**src/rtl/ohq_pkg.sv**
```systemverilog
// Shared types and codes for the ordered handle queue.
package ohq_pkg;

    localparam int HANDLE_W     = 4;
    localparam int KEY_W        = 32;
    localparam int COUNT_W      = 5;
    localparam int STATUS_W     = 2;
    localparam int CMD_W        = 3;
    localparam int HANDLE_SPACE = 16;
    localparam int IDX_W        = 9;

    localparam logic [CMD_W-1:0] CMD_ADD_TAIL    = 3'd0;
    localparam logic [CMD_W-1:0] CMD_ADD_HEAD    = 3'd1;
    localparam logic [CMD_W-1:0] CMD_ADD_ORDERED = 3'd2;
    localparam logic [CMD_W-1:0] CMD_SERVE       = 3'd3;
    localparam logic [CMD_W-1:0] CMD_REMOVE      = 3'd4;
    localparam logic [CMD_W-1:0] CMD_MOVE_TAIL   = 3'd5;

    localparam logic [STATUS_W-1:0] ST_OK    = 2'd0;
    localparam logic [STATUS_W-1:0] ST_EMPTY = 2'd1;
    localparam logic [STATUS_W-1:0] ST_BAD   = 2'd2;

    localparam int OP_W = 3;
    localparam logic [OP_W-1:0] OP_HOLD     = 3'd0;
    localparam logic [OP_W-1:0] OP_INS_HEAD = 3'd1;
    localparam logic [OP_W-1:0] OP_INS_TAIL = 3'd2;
    localparam logic [OP_W-1:0] OP_INS_ORD  = 3'd3;
    localparam logic [OP_W-1:0] OP_REM_HEAD = 3'd4;
    localparam logic [OP_W-1:0] OP_REM_HIT  = 3'd5;
    localparam logic [OP_W-1:0] OP_MOVE     = 3'd6;

    typedef logic [HANDLE_W-1:0] handle_t;
    typedef logic signed [KEY_W-1:0] key_t;
    typedef logic [COUNT_W-1:0] count_t;

    typedef struct packed {
        logic            cmp_en;
        logic [OP_W-1:0] op;
        handle_t         handle;
        key_t            key;
        count_t          count;
    } cell_ctrl_t;

endpackage

```
**src/rtl/ordered_handle_queue_top.sv**
```systemverilog
// Top level of the ordered handle queue: command sequencer and chain of list cells.
//
// Ordered list of up to ENTRIES handles (at most 16 distinct) with signed keys, position 0 at
// the head. Each command word passes through two phases: a compare phase in which every cell
// compares its key and handle against the command in parallel, and an update phase in which
// the cells from the chosen position on shift by one place toward the head or the tail. A new
// word is taken in the cycle the previous one finishes its update, so none is taken while the
// last one is still in progress; the single result register holds the update back only when
// an earlier result is still stalled. No clearing pass after reset.
module ordered_handle_queue_top #(
    parameter int ENTRIES = 16
) (
    input  logic                           clk,
    input  logic                           rst_n,
    input  logic                           in_valid,
    output logic                           in_stall,
    input  logic [ohq_pkg::CMD_W-1:0]      cmd,
    input  logic [ohq_pkg::HANDLE_W-1:0]   handle,
    input  logic signed [ohq_pkg::KEY_W-1:0] key,
    output logic                           out_valid,
    input  logic                           out_stall,
    output logic [ohq_pkg::HANDLE_W-1:0]   served_handle,
    output logic [ohq_pkg::STATUS_W-1:0]   status,
    output logic [ohq_pkg::COUNT_W-1:0]    count
);
    import ohq_pkg::*;

    localparam logic [1:0] PH_IDLE = 2'd0;
    localparam logic [1:0] PH_CMP  = 2'd1;
    localparam logic [1:0] PH_UPD  = 2'd2;

    logic [1:0]              phase_reg, phase_next;
    logic [CMD_W-1:0]        cmd_reg;
    handle_t                 handle_reg;
    key_t                    key_reg;
    count_t                  count_reg, count_next;
    logic [HANDLE_SPACE-1:0] member_reg, member_next;
    logic                    out_valid_reg;
    handle_t                 served_reg, served_next;
    logic [STATUS_W-1:0]     status_reg, status_next;
    logic [OP_W-1:0]         op;
    logic                    in_acc;
    logic                    upd_fire;
    logic                    present;
    logic                    full;
    cell_ctrl_t              ctrl;

    handle_t cell_handle [ENTRIES];
    key_t    cell_key    [ENTRIES];
    logic    ahead       [ENTRIES+1];

    assign upd_fire = (phase_reg == PH_UPD) && !(out_valid_reg && out_stall);
    assign in_stall = !((phase_reg == PH_IDLE) || upd_fire);
    assign in_acc   = in_valid && !in_stall;
    assign present  = member_reg[handle_reg];
    assign full     = int'(count_reg) >= ENTRIES;

    always_comb
    begin
        phase_next = phase_reg;
        if (in_acc)
            phase_next = PH_CMP;
        else if (phase_reg == PH_CMP)
            phase_next = PH_UPD;
        else if (upd_fire)
            phase_next = PH_IDLE;
    end

    always_comb
    begin
        op          = OP_HOLD;
        count_next  = count_reg;
        member_next = member_reg;
        served_next = '0;
        status_next = ST_OK;
        case (cmd_reg) inside
            CMD_ADD_TAIL, CMD_ADD_HEAD, CMD_ADD_ORDERED:
            begin
                if (present || full)
                    status_next = ST_BAD;
                else
                begin
                    op = (cmd_reg == CMD_ADD_TAIL) ? OP_INS_TAIL :
                         (cmd_reg == CMD_ADD_HEAD) ? OP_INS_HEAD : OP_INS_ORD;
                    count_next              = count_reg + COUNT_W'(1);
                    member_next[handle_reg] = 1'b1;
                end
            end
            CMD_SERVE:
            begin
                if (count_reg == '0)
                    status_next = ST_EMPTY;
                else
                begin
                    op                        = OP_REM_HEAD;
                    served_next               = cell_handle[0];
                    count_next                = count_reg - COUNT_W'(1);
                    member_next[cell_handle[0]] = 1'b0;
                end
            end
            CMD_REMOVE, CMD_MOVE_TAIL:
            begin
                if (!present)
                    status_next = ST_BAD;
                else if (cmd_reg == CMD_REMOVE)
                begin
                    op                      = OP_REM_HIT;
                    count_next              = count_reg - COUNT_W'(1);
                    member_next[handle_reg] = 1'b0;
                end
                else
                    op = OP_MOVE;
            end
            default: ;
        endcase
    end

    always_ff @(posedge clk or negedge rst_n)
    begin
        if (!rst_n)
        begin
            phase_reg     <= PH_IDLE;
            count_reg     <= '0;
            member_reg    <= '0;
            out_valid_reg <= 1'b0;
        end
        else
        begin
            phase_reg <= phase_next;
            if (upd_fire)
            begin
                count_reg     <= count_next;
                member_reg    <= member_next;
                out_valid_reg <= 1'b1;
            end
            else if (!out_stall)
                out_valid_reg <= 1'b0;
        end
    end

    always_ff @(posedge clk)
    begin
        if (in_acc)
        begin
            cmd_reg    <= cmd;
            handle_reg <= handle;
            key_reg    <= key;
        end
        if (upd_fire)
        begin
            served_reg <= served_next;
            status_reg <= status_next;
        end
    end

    assign ctrl.cmp_en = phase_reg == PH_CMP;
    assign ctrl.op     = upd_fire ? op : OP_HOLD;
    assign ctrl.handle = handle_reg;
    assign ctrl.key    = key_reg;
    assign ctrl.count  = count_reg;

    assign ahead[0] = 1'b0;

    for (genvar i = 0; i < ENTRIES; i++)
    begin : g_cell
        handle_t lh, rh;
        key_t    lk, rk;

        if (i == 0)
        begin : g_first
            assign lh = handle_reg;
            assign lk = key_reg;
        end
        else
        begin : g_mid
            assign lh = cell_handle[i-1];
            assign lk = cell_key[i-1];
        end

        // beyond the last cell nothing valid comes in
        if (i == ENTRIES - 1)
        begin : g_last
            assign rh = handle_reg;
            assign rk = key_reg;
        end
        else
        begin : g_inner
            assign rh = cell_handle[i+1];
            assign rk = cell_key[i+1];
        end

        ohq_cell #(
            .IDX(i)
        ) u_cell (
            .clk          (clk),
            .rst_n        (rst_n),
            .ctrl         (ctrl),
            .left_handle  (lh),
            .left_key     (lk),
            .right_handle (rh),
            .right_key    (rk),
            .before_in    (ahead[i]),
            .before_out   (ahead[i+1]),
            .handle_q     (cell_handle[i]),
            .key_q        (cell_key[i])
        );
    end

    assign out_valid     = out_valid_reg;
    assign served_handle = served_reg;
    assign status        = status_reg;
    assign count         = count_reg;

endmodule

```
**src/rtl/ohq_cell.sv**
```systemverilog
// One list position: holds a handle and key, shifts left or right on update.
module ohq_cell #(
    parameter int IDX = 0
) (
    input  logic               clk,
    input  logic               rst_n,
    input  ohq_pkg::cell_ctrl_t ctrl,
    input  ohq_pkg::handle_t   left_handle,
    input  ohq_pkg::key_t      left_key,
    input  ohq_pkg::handle_t   right_handle,
    input  ohq_pkg::key_t      right_key,
    input  logic               before_in,
    output logic               before_out,
    output ohq_pkg::handle_t   handle_q,
    output ohq_pkg::key_t      key_q
);
    import ohq_pkg::*;

    localparam logic [IDX_W-1:0] MY_IDX = IDX_W'(IDX);

    handle_t          handle_reg;
    key_t             key_reg;
    logic             gt_reg;
    logic             hit_reg;
    logic [IDX_W-1:0] cnt_ext;
    logic             valid;
    logic             at_count;
    logic             at_last;
    logic             flag;
    logic             sel;
    logic             do_rem;

    assign cnt_ext  = {{(IDX_W-COUNT_W){1'b0}}, ctrl.count};
    assign valid    = MY_IDX < cnt_ext;
    assign at_count = MY_IDX == cnt_ext;
    assign at_last  = (MY_IDX + IDX_W'(1)) == cnt_ext;

    // compare flags are registered in the compare phase and used by the later update
    always_ff @(posedge clk or negedge rst_n)
    begin
        if (!rst_n)
        begin
            gt_reg  <= 1'b0;
            hit_reg <= 1'b0;
        end
        else if (ctrl.cmp_en)
        begin
            gt_reg  <= valid && (ctrl.key < key_reg);
            hit_reg <= valid && (ctrl.handle == handle_reg);
        end
    end

    always_comb
    begin
        unique case (ctrl.op)
            OP_INS_HEAD: flag = MY_IDX == '0;
            OP_INS_TAIL: flag = at_count;
            OP_INS_ORD:  flag = gt_reg || at_count;
            OP_REM_HEAD: flag = MY_IDX == '0;
            OP_REM_HIT:  flag = hit_reg;
            OP_MOVE:     flag = hit_reg;
            default:     flag = 1'b0;
        endcase
    end

    assign sel        = flag && !before_in;
    assign before_out = before_in || sel;
    assign do_rem     = (ctrl.op == OP_REM_HEAD) || (ctrl.op == OP_REM_HIT)
                        || (ctrl.op == OP_MOVE);

    always_ff @(posedge clk)
    begin
        if (ctrl.op == OP_MOVE && at_last)
        begin
            handle_reg <= ctrl.handle;
            key_reg    <= ctrl.key;
        end
        else if (do_rem)
        begin
            if (sel || before_in)
            begin
                handle_reg <= right_handle;
                key_reg    <= right_key;
            end
        end
        else if (ctrl.op != OP_HOLD)
        begin
            if (sel)
            begin
                handle_reg <= ctrl.handle;
                key_reg    <= ctrl.key;
            end
            else if (before_in)
            begin
                handle_reg <= left_handle;
                key_reg    <= left_key;
            end
        end
    end

    assign handle_q = handle_reg;
    assign key_q    = key_reg;

endmodule
```
**config.mk**
```make
export PLATFORM = sky130hd
export DESIGN_NAME = ordered_handle_queue_top
export DESIGN_NICKNAME = d
export VERILOG_FILES = /design/src/rtl/ohq_pkg.sv /design/src/rtl/ordered_handle_queue_top.sv /design/src/rtl/ohq_cell.sv
export SDC_FILE = /design/constraint.sdc
export NUM_CORES = 2
export LEC_CHECK = 0
export ABC_CLOCK_PERIOD_IN_PS = 5460
export BUFFER_PORTS_ARGS = -buffer_cell sky130_fd_sc_hd__buf_2
export CORE_MARGIN = 2
export CORE_UTILIZATION = 59
export DETAILED_ROUTE_END_ITERATION = 12
export HOLD_SLACK_MARGIN = 0.02
export PLACE_DENSITY = 0.78
export SLEW_MARGIN = 20
export SYNTH_ARGS = -nofsm -noshare
export SYNTH_HDL_FRONTEND = slang
export SYNTH_SLANG_ARGS = --single-unit
```
**constraint.sdc**
```tcl
create_clock -name clk -period 5.46 [get_ports clk]
set_clock_uncertainty 0.2 [all_clocks]
set_input_delay 0.273 -clock clk [delete_from_list [all_inputs] [get_ports clk]]
set_output_delay 0.273 -clock clk [all_outputs]
set_load 0.02 [all_outputs]
```
==> reports/qor.log <==
[status] result of the run finished, final reports clean
[clock_tree] Num CTS Buffers 78
[setup_path] Worst Setup Path Type reg -> reg
[clock_tree] number of sinks driven by the clock tree 677
[synthesis] Commonest cells post-synth edfxtp_1, inv_1, ha_1
[routing] detailed-route wire length 151000 µm
[synthesis] area fraction of the dominant cell type after synthesis 41.2%
[synthesis] sequential area share after synthesis 44.3%
[sta] final number of setup-violating endpoints 0
[clock_tree] library cell used as clock root buffer clkbuf_16
[grt] largest net degree at the start of global routing 100
[routing] ANT nets after route 0
[layout] fraction of layout instances using a drive strength above 1 7.47%
[setup_path] Worst Reg2Reg Path Length in Cells 12
[clock_tree] clock transition at the registers of the reported paths 60 ps
[sta] unrepaired setup endpoints after global routing no
[hold_path] Hold Path End g_cell[0].lk[31]
[placed_design] weighted congestion at the end of routability-driven global placement 0.969
[hold_path] startpoint of the most critical hold path key[31]
[layout] flip-flop count of the largest register after layout 512
[routing] number of detailed-routing iterations run before antenna repair 8
[layout] area added between synthesis and finish 10.5%
[sta] transition time at the pin with the least slew margin 1210 ps
[placed_design] cell area reported after detailed placement 47100 µm²
[die] Top Ports 56
[pwr] standby leakage power 0.0218 µW
[setup_path] Critical Path Fanout Max 20
[pwr] total power 23400 µW
[synthesis] count of distinct cell types in the synthesized netlist 81
[sta] Achievable Freq 0.197 GHz
[synthesis] Post-synth EDFFs 621
[synthesis] Gate Count Post-Synth 4654
[synthesis] main flop type after synthesis edfxtp_1
[sta] Final Hold Fails 0
[routing] number of DRC markers after the initial detailed-route iteration 6336
[routing] Wirelength per Cell 26.0 µm
[synthesis] total number of yosys warnings 0
[synthesis] dominant cell type by area after synthesis edfxtp_1
[layout] FILL cells 5928
[placed_design] pre-CTS WS 492 ps
[sta] total negative slack for setup checks 0 ps
[layout] post-layout instance area 50100 µm²
[setup_path] Critical Path AT 5220 ps
[synthesis] async set or reset register ratio after synthesis 8.27%
[synthesis] Synth Register Bits 677
[hold_path] cell depth of the worst hold path 2
[clock_tree] Post-CTS Setup Inserts 0
[routing] routed via count divided by cell count 6.83
[grt] number of global-route vias before repair 38165
[sta] post-route minimum period 5070 ps
[die] area of the die 79000 µm²
[clock_tree] CTS max path bufs 3
[hold_path] class of the most critical hold timing path in -> reg
[die] Die Y 281 µm
[synthesis] post-synthesis cell area 45300 µm²
[grt] remaining global-route overflow 0
[grt] wire length of the first global-routing pass 228000 µm
[placed_design] HPWL after detailed placement 104000 µm
[flow_run] number of violations of the max-capacitance limit 0
[routing] DR WL met3 20900 µm
[clock_tree] Skew-Pair Late Insertion Delay 640 ps
[sta] Slew Limit Headroom 19.5%
[setup_path] startpoint class of the critical path flip-flop
[routing] remaining routing DRC violations 0
[routing] met2 wirelength from detailed routing 65300 µm
[setup_path] data required time of the critical path 5620 ps
[sta] setup ws final 394 ps
[setup_path] origin of the critical flop-to-flop path g_cell[0].lh[0]
[layout] nets@finish 5239
[synthesis] main area contributors after synthesis edfxtp_1, ha_1, inv_1
[die] Core Rows 101
[setup_path] worst r2r dst g_cell[15].u_cell.key_q[9]
[die] Placeable Area 75900 µm²
[die] horizontal extent of the die 281 µm
[placed_design] number of port buffers 55
[synthesis] net count after synthesis 5198
[grt] aggregate global-route resource usage 38.0%
[clock_tree] CTS tree done
[setup_path] flop-to-flop setup slack 390 ps
[routing] DRT met1 WL 55600 µm
[sta] part of the cycle the worst path needs 92.8%
[synthesis] Mean Syn Cell Area 9.73 µm²
[routing] top routing layer in use met4
[clock_tree] htree depth 3
[sta] Pins Over Slew Limit 0
[routing] via count of the routed design 39544
[clock_tree] cts repair resizes 0
[layout] area of combinational cells with multiple inputs 22400 µm²
[setup_path] critical path capture point type flip-flop
[grt] initial antenna violation count 2
[die] initial cell density of the core 59.6%
[pwr] Power Dens Cells 468 nW/µm²
[layout] Reg area 20000 µm²
[pwr] Max IR drop VDD 0.262 mV
[synthesis] most instantiated library cell after synthesis edfxtp_1
[per-stage QoR]
stage,hold WS [ps],std cells,util [%]
after CTS,124,5783,65.9
after global placement,249,5602,62.0
after floorplan,-223,4654,-
final,139,5786,65.9
after detailed placement,251,5603,62.1
after global routing,142,5784,65.9
[report_power, final]
part	switching (µW)	total [µW]	leakage, µW	internal, µW
Clock	2230	5280	0.00119	3050
Sequential	1260	8950	0.00634	7690
Combinational	5920	9190	0.0143	3270
Total	9410	23400	0.0218	14000
[cell usage in the layout (no fill, tap or decap), types with 21 or more instances in the layout]
| cell | synthesis | final |
|---|---|---|
| xnor2_1 | 43 | 43 |
| dlygate4sd3_1 | 0 | 41 |
| o22ai_1 | 143 | 143 |
| a21oi_1 | 257 | 250 |
| nand2b_1 | 49 | 47 |
| a22oi_1 | 252 | 252 |
| clkbuf_16 | 0 | 81 |
| o21ai_1 | 35 | 30 |
| o31ai_1 | 47 | 47 |
| nand2_1 | 435 | 430 |
| xor2_1 | 27 | 27 |
| inv_1 | 583 | 583 |
| nor3_1 | 57 | 57 |
| a211oi_1 | 21 | 21 |
| nor2_1 | 275 | 269 |
| ha_1 | 501 | 501 |
| a222oi_1 | 36 | 36 |
| nand3_1 | 36 | 32 |
| a31oi_1 | 62 | 58 |
| dfrtp_1 | 56 | 56 |
| nor2b_1 | 54 | 54 |
| buf_4 | 8 | 123 |
| a21o_1 | 156 | 156 |
| nand4_1 | 70 | 70 |
| buf_2 | 31 | 55 |
| a22o_1 | 47 | 47 |
| mux2i_1 | 41 | 41 |
| clkbuf_1 | 192 | 24 |
| a221o_1 | 35 | 35 |
| edfxtp_1 | 621 | 621 |
| o21ai_0 | 264 | 260 |
[logic make-up after synthesis]
family,count (synthesis),share of synthesized area (%)
AO/OA/AOI/OAI,1448,21.2
AND/OR/NAND/NOR,1060,10.7
buffers and inverters,846,7.33
flip-flops,677,44.3
adder cells (fa/ha/maj),501,13.8
XOR/XNOR,70,1.35
multiplexers,52,1.29
[worst max-delay path by stage]
stage	to	startpoint	depth (start not counted)
detailed placement	g_cell[15].u_cell.key_q[9]	g_cell[0].lh[0]	12
finish	g_cell[15].u_cell.key_q[9]	g_cell[0].lh[0]	12
CTS	g_cell[15].u_cell.key_q[19]	g_cell[0].lh[0]	12
global route	g_cell[15].u_cell.key_q[4]	g_cell[0].lh[0]	12
floorplan	g_cell[11].u_cell.handle_q[0]	g_cell[0].lh[0]	10
global placement	g_cell[15].u_cell.key_q[11]	g_cell[0].lh[0]	12
[critical path, cell delays in order, from the launching register on]
cell	delay (ps)
edfxtp_1	500
mux4_2	540
mux2i_1	360
mux2i_1	130
buf_4	230
or4b_1	540
o211ai_1	240
or3_1	260
nor3_1	120
and2_4	240
a21oi_4	750
buf_4	500
mux2i_1	140
[final cells by class]
type / count / area share [%]
clock buffers: 106 / 4.26
well taps: 1030 / 2.57
multi-input cells: 3131 / 44.7
flip-flops and latches: 677 / 40.1
clock inverters: 33 / 0.660
diodes: 2 / 0.0100
repair buffers: 223 / 3.40
inverters: 584 / 4.38
[routing by layer]
layer | vias up | global-route usage, %
met3 | 533 | 8.85
met5 | - | 0
li1 | 17239 | -
met4 | 0 | 20.6
met1 | 18748 | 50.5
met2 | 3024 | 57.6
[timing repair]
| item | in CTS | in global routing |
|---|---|---|
| hold endpoints to repair | 97 | 0 |
| endpoints found under the setup margin | 0 | 0 |
| hold buffers | 41 | 0 |
Note: power is estimated with default switching activity, not from simulation.
